File: config.mk
export PLATFORM = sky130hd
export DESIGN_NAME = acc_step
export DESIGN_NICKNAME = d
export VERILOG_FILES = /design/src/design/acc_pkg.sv /design/src/design/acc_step.sv
export SDC_FILE = /design/constraint.sdc
export NUM_CORES = 1
export LEC_CHECK = 0
export BUFFER_PORTS_ARGS = -buffer_cell sky130_fd_sc_hd__buf_4
export CORE_UTILIZATION = 45
export DETAILED_ROUTE_END_ITERATION = 10
export PLACE_DENSITY_LB_ADDON = 0.2
export SLEW_MARGIN = 20
export SYNTH_ARGS = -nofsm -noshare
export SYNTH_HDL_FRONTEND = slang
export SYNTH_SLANG_ARGS = --single-unit
export TNS_END_PERCENT = 50
File: constraint.sdc
create_clock -name vclk -period 3.32
set_input_delay 0.664 -clock vclk [all_inputs]
set_output_delay 0.664 -clock vclk [all_outputs]
set_load 0.1 [all_outputs]
File: src/design/acc_pkg.sv
// Shared types, codes, reset values and helpers of the alarm clock controller.
`default_nettype none

package acc_pkg;

    // Event codes on the op field
    localparam logic [1:0] OP_SECOND = 2'd0;
    localparam logic [1:0] OP_RING   = 2'd1;
    localparam logic [1:0] OP_KEY    = 2'd2;

    // Key codes
    localparam logic [2:0] KEY_MODE    = 3'd0;
    localparam logic [2:0] KEY_FIELD   = 3'd1;
    localparam logic [2:0] KEY_INC     = 3'd2;
    localparam logic [2:0] KEY_SILENCE = 3'd3;
    localparam logic [2:0] KEY_REPORT  = 3'd4;

    // Modes
    localparam logic [1:0] MODE_RUN       = 2'd0;
    localparam logic [1:0] MODE_SET_CLOCK = 2'd1;
    localparam logic [1:0] MODE_SET_ALARM = 2'd2;

    // Field selectors
    localparam logic [1:0] FIELD_HOUR   = 2'd0;
    localparam logic [1:0] FIELD_MINUTE = 2'd1;
    localparam logic [1:0] FIELD_SECOND = 2'd2;

    // Wrap points
    localparam logic [5:0] HOURS_PER_DAY = 6'd24;
    localparam logic [5:0] MINS_PER_HOUR = 6'd60;
    localparam logic [5:0] SECS_PER_MIN  = 6'd60;
    localparam logic [5:0] TONE_STEPS    = 6'd20;
    localparam logic [5:0] MODE_COUNT    = 6'd3;
    localparam logic [5:0] FIELD_COUNT   = 6'd3;

    // Power-up alarm time
    localparam logic [4:0] ALARM_HOUR_INIT   = 5'd11;
    localparam logic [5:0] ALARM_MINUTE_INIT = 6'd45;
    localparam logic [5:0] ALARM_SECOND_INIT = 6'd14;

    typedef struct packed {
        logic [4:0] hour;
        logic [5:0] minute;
        logic [5:0] second;
        logic [4:0] alarm_hour;
        logic [5:0] alarm_minute;
        logic [5:0] alarm_second;
        logic [1:0] mode;
        logic [1:0] clock_field;
        logic [1:0] alarm_field;
        logic       ringing;
        logic [4:0] tone_step;
        logic       report_enable;
    } acc_state_t;

    localparam acc_state_t STATE_INIT = '{
        hour:          5'd0,
        minute:        6'd0,
        second:        6'd0,
        alarm_hour:    ALARM_HOUR_INIT,
        alarm_minute:  ALARM_MINUTE_INIT,
        alarm_second:  ALARM_SECOND_INIT,
        mode:          MODE_RUN,
        clock_field:   FIELD_HOUR,
        alarm_field:   FIELD_HOUR,
        ringing:       1'b0,
        tone_step:     5'd0,
        report_enable: 1'b0
    };

    // Advance a counter, wrap to zero at or above the modulus
    function automatic logic [5:0] wrap_inc(input logic [5:0] v, input logic [5:0] modulus);
        logic [6:0] sum;
        sum = {1'b0, v} + 7'd1;
        return (sum >= {1'b0, modulus}) ? 6'd0 : sum[5:0];
    endfunction

endpackage

`default_nettype wire

File: src/design/acc_step.sv
// Next-state logic for one event of the alarm clock controller.
`default_nettype none

module acc_step import acc_pkg::*;
(
    input  acc_state_t state,
    input  logic [1:0] op,
    input  logic [2:0] key,
    output acc_state_t state_next
);

    acc_state_t s;
    logic [5:0] sec_inc;
    logic [5:0] min_inc;

    always_comb
    begin
        s = state;

        // Alarm compare happens on the stored time before the action
        if (s.hour == s.alarm_hour && s.minute == s.alarm_minute
            && s.second == s.alarm_second)
        begin
            s.ringing   = 1'b1;
            s.tone_step = 5'd0;
        end

        sec_inc = wrap_inc(s.second, SECS_PER_MIN);
        min_inc = wrap_inc(s.minute, MINS_PER_HOUR);

        priority if (op == OP_SECOND)
        begin
            s.second = sec_inc;
            if (sec_inc == 6'd0)
            begin
                s.minute = min_inc;
                if (min_inc == 6'd0)
                begin
                    s.hour = 5'(wrap_inc({1'b0, s.hour}, HOURS_PER_DAY));
                end
            end
        end
        else if (op == OP_RING)
        begin
            if (s.ringing)
            begin
                s.tone_step = 5'(wrap_inc({1'b0, s.tone_step}, TONE_STEPS));
            end
        end
        else if (op == OP_KEY)
        begin
            unique case (key)
                KEY_MODE:
                begin
                    s.mode        = 2'(wrap_inc({4'd0, s.mode}, MODE_COUNT));
                    s.clock_field = FIELD_HOUR;
                    s.alarm_field = FIELD_HOUR;
                end
                KEY_FIELD:
                begin
                    if (s.mode == MODE_SET_CLOCK)
                    begin
                        s.clock_field = 2'(wrap_inc({4'd0, s.clock_field}, FIELD_COUNT));
                    end
                    else if (s.mode == MODE_SET_ALARM)
                    begin
                        s.alarm_field = 2'(wrap_inc({4'd0, s.alarm_field}, FIELD_COUNT));
                    end
                end
                KEY_INC:
                begin
                    if (s.mode == MODE_SET_CLOCK)
                    begin
                        if (s.clock_field == FIELD_HOUR)
                        begin
                            s.hour = 5'(wrap_inc({1'b0, s.hour}, HOURS_PER_DAY));
                        end
                        else if (s.clock_field == FIELD_MINUTE)
                        begin
                            s.minute = min_inc;
                        end
                        else if (s.clock_field == FIELD_SECOND)
                        begin
                            s.second = 6'd0;
                        end
                    end
                    else if (s.mode == MODE_SET_ALARM)
                    begin
                        if (s.alarm_field == FIELD_HOUR)
                        begin
                            s.alarm_hour =
                                5'(wrap_inc({1'b0, s.alarm_hour}, HOURS_PER_DAY));
                        end
                        else if (s.alarm_field == FIELD_MINUTE)
                        begin
                            s.alarm_minute = wrap_inc(s.alarm_minute, MINS_PER_HOUR);
                        end
                        else if (s.alarm_field == FIELD_SECOND)
                        begin
                            s.alarm_second = wrap_inc(s.alarm_second, SECS_PER_MIN);
                        end
                    end
                end
                KEY_SILENCE:
                begin
                    s.ringing = 1'b0;
                end
                KEY_REPORT:
                begin
                    s.report_enable = ~s.report_enable;
                end
                default:
                begin
                    // unused key codes: no action
                end
            endcase
        end
        else
        begin
            // unused op code: compare only
        end

        state_next = s;
    end

endmodule

`default_nettype wire

Word level (Yosys, flattened, before mapping)
Cells that the tools add are included.
Widths: inputs -> output; s select.
{"block": "totals", "register_bits": 0, "inputBits": 52, "elab_cells": 86, "out_inout_bits": 47}
{"block": "op_classes", "n_eq_ne": 15, "order_cmp": 10, "bitwise": 1, "addsub": 10, "n_reduce_logical": 8, "muxes": 42}
{"op": "$mux 41", "n": 2}
{"op": "$mux 17", "n": 4}
{"op": "$mux 6", "n": 11}
{"op": "$mux 5", "n": 8}
{"op": "$mux 34", "n": 1}
{"op": "$mux 30", "n": 1}
{"op": "$add 6x1->7 const B", "n": 4}
{"op": "$ge 7x6->1 const B", "n": 4}
{"op": "$mux 12", "n": 2}
{"op": "$add 5x1->6 const B", "n": 3}
{"op": "$ge 6x5->1 const B", "n": 3}
{"op": "$mux 2", "n": 7}
{"op": "$eq 6x6->1", "n": 2}
{"op": "$logic_not 6->1", "n": 2}
{"op": "$mux 11", "n": 1}
{"op": "$add 2x1->3 const B", "n": 3}
{"op": "$ge 3x2->1 const B", "n": 3}
{"op": "$eq 2x1->1 const B", "n": 4}
{"op": "$eq 2x2->1 const B", "n": 4}
{"op": "$pmux 4 s2", "n": 1}
{"op": "$eq 3x2->1 const B", "n": 2}
{"op": "$logic_not 2->1", "n": 3}
{"op": "$eq 5x5->1", "n": 1}
{"op": "$mux 1", "n": 4}
{"op": "other kinds (5)", "n": 6}

Logic depth before layout (Yosys ltp)
{"block": "depth", "word_depth": 12, "mapped_depth": 12, "ltp_nobuf": 11}

Worst setup path before layout
No wires, ideal clock.
{"block": "synth_timing", "path_kind": "input port to output port", "startpoint": "in state[36] (netlist name)", "endpoint": "out state_next[43] (netlist name)", "t_arrival_ns": 4.116, "path_stages": 9, "n_path_buf": 2, "slack_ns": -1.460, "required_time_ns": 2.656, "path_cell_list": "ha_1 > buf_2 > nand4b_1 > o221ai_1 > and3_1 > clkbuf_2 > o211ai_2 > o21a_4 > o21ai_0"}
{"item": "start, declared", "line": "acc_step.sv:6", "text": "input acc_state_t state,"}
{"item": "end, declared", "line": "acc_step.sv:9", "text": "output acc_state_t state_next"}

==> key figures <==
Routing
  • Iteration-0 DRC Markers: 328
  • Routed length per instance: roughly 20 um
  • Vias after detailed routing: about 3600
  • Final ANT Viol Nets: 0
  • Total wire length: around 11000 um
  • DR vias/cell: between 6 and 7
  • DRC: 0
  • Pre-antenna DRT Iters: 5

GRT
  • GRT overflow: 0
  • Largest net degree at the start of global routing: 13
  • GRT Resource Usage Total: 0.392
  • Global-route wire length before repair: 15800 um
  • Vias in the first global route: between 3000 and 4000
  • Initial antenna violation count: 0

Synthesis
  • Synth Area in Simple Gates: 0.435
  • Yosys Warn Count: 0
  • Cells after Synth: 335
  • Sequential share of the synthesized area: 0
  • Post-synthesis area per instance: 6.19 um2
  • Multiplexer share of the synthesized area: 0.0181
  • Largest family of logic cells by synthesized area: simple AND/OR/NAND/NOR gates
  • Adder-cell share of the synthesized area: 0.0543
  • Netlist cell types: 62
  • Post-synthesis compound-gate area fraction: 0.347
  • Post-Syn Area: between 0.002 and 0.0025 mm2
  • Xor/xnor share of the synthesized area: 0.0888
  • Net Count, Synth: between 300 and 400

Outcome
  • Failing checks: negative setup slack
  • Status: complete, but fails checks

Setup path
  • Levels on crit path: 12
  • Slowest-stage cell, CP: nor4_2
  • CP Class: in2out
  • Worst path arrival time: roughly 3.2 ns
  • Crit path capture type: output port
  • CP Max Fanout: 5
  • CP top delay family: simple AND/OR/NAND/NOR gates
  • Critical path cell sequence: buf_4 -> xor2_1 -> nor4_2 -> nand4_1 -> and2_4 -> ha_4 -> o211ai_1 -> o211ai_1 -> buf_4 -> o21ai_1 -> and2_4 -> buf_12
  • CP required: 2.66 ns
  • CP Launch Type: input port
  • CP bufs+invs: 3
  • Crit-path max cell delay: around 0.34 ns

Floorplanning
  • Die Width: 69.9 um
  • Core area: around 0.0044 mm2
  • Initial Util: 0.473
  • Boundary pin count: 99
  • Die Span Y: 69.9 um
  • Die area: 0.00488 mm2
  • # rows: 24

Timing
  • Slew @ Worst Pin: 0.571 ns
  • Final Hold Viols: 0
  • Relative slew margins: 0.618
  • Final setup fails: 16
  • Fin crit share: 1.15
  • Post-route minimum period: between 3 and 4 ns
  • Final setup margin: -0.507 ns
  • Final slew viol count: 0
  • Fmax: 261 MHz
  • Setup TNS: -3.61 ns
  • RSZ-0062 raised after global routing: yes

Placement
  • Port Buffers: 99
  • GP Congestion: ~0.89
  • Post-place setup slack: -0.533 ns
  • Hpwl dp: 6330 um

Min path
  • Hold depth: 3
  • Min-delay worst type: in2out

Power and ir drop
  • Power Density: approximately 200 mW/mm2
  • Maximum vdd ir drop: between 150 and 200 uV
  • LEAKAGE: approximately 1.7 nW

Layout
  • Footprint of the multi-input gates: ~0.0024 mm2
  • # diodes: 0
  • Seq cells: 0
  • Commonest non-fill, non-tap cells in the layout: 148 x buf_4, 53 x nand2_1, 26 x o21ai_0
  • Layout clock buffers: 0
  • Total area of sequential cells: 0 um2
  • Most common cell after layout, fill and taps aside: buf_4
  • Final nets: between 500 and 600
  • Ratio of cells with drive above 1 in the final layout: 0.505
  • Fill count: about 190
  • Area grow syn2layout: 93.1%

Clock tree
  • CTS Hold Bufs: 0

Run
  • Max Cap Viol: 0
-- Yosys cell counts (all sizes together) (9+ instances only) --
cell	n	area (um2)
a21oi	13	65.1
nand3	18	90.1
ha	9	113
clkbuf	11	42.5
o21ai	48	240
nor3	12	71.3
nor2	18	67.6
o31ai	10	75.1
xnor2	17	149
and2	10	65.1
o211ai	11	87.6
nand2b	11	68.8
nand2	55	209
-- layer usage --
| metal | up-vias | track usage | part of all wire |
|---|---|---|---|
| li1 | 1561 | - | - |
| met1 | 1658 | 0.429 | 0.33 |
| met2 | 300 | 0.724 | 0.50 |
| met3 | 82 | 0.0346 | 0.091 |
| met4 | 0 | 0.238 | 0.074 |
| met5 | - | 0 | 0 |
-- cells by family (layout without fill, tap and decap cells) --
logic type      count (synthesis)  after routing
simple gates                  169            169
xor+xnor                       21             21
fa+ha+maj                       9              9
buf+inv                        24            182
mux                             3              3
compound gates                109            109
-- report_power, final --
| group | switching (mW) | internal [mW] | leakage (nW) |
|---|---|---|---|
| Clock | 0 | 0 | 0 |
| Sequential | 0 | 0 | 0 |
| Combinational | 0.525 | 0.275 | 1.71 |
| Total | 0.525 | 0.275 | 1.71 |
-- path summary, 6_finish.rpt --
path / from / end / slack, ns
setup / recovery: state[28] / state_next[5] / -0.51
hold / removal: state[0] / state_next[0] / 1.74
-- stage by stage --
| stage | instances | hold slack, ns | area (um2) | util | total power [mW] |
|---|---|---|---|---|---|
| finish | 545 | 1.74 | 4000 | 0.913 | 0.800 |
| global placement | 528 | 1.69 | 3450 | 0.787 | 0.671 |
| detailed placement | 528 | 1.71 | 3450 | 0.787 | 0.683 |
| global route | 545 | 1.74 | 4000 | 0.913 | 0.822 |
| CTS | 541 | 1.71 | 3850 | 0.877 | 0.741 |
| floorplan | 335 | 1.51 | 2300 | - | 0.468 |
-- repair_timing --
item | CTS | global route
endpoints found under the setup margin | 17 | 27
pin swaps | 26 | 21
buffers inserted | 14 | 5
gates resized for setup | 63 | 29
-- area by class of cell --
type / instances / area share
Multi-Input combinational cell: 311 / 0.598
Timing Repair Buffer: 177 / 0.381
Tap cell: 52 / 0.0163
Inverter: 5 / 0.00469
Power figures use the tool's default switching activity.
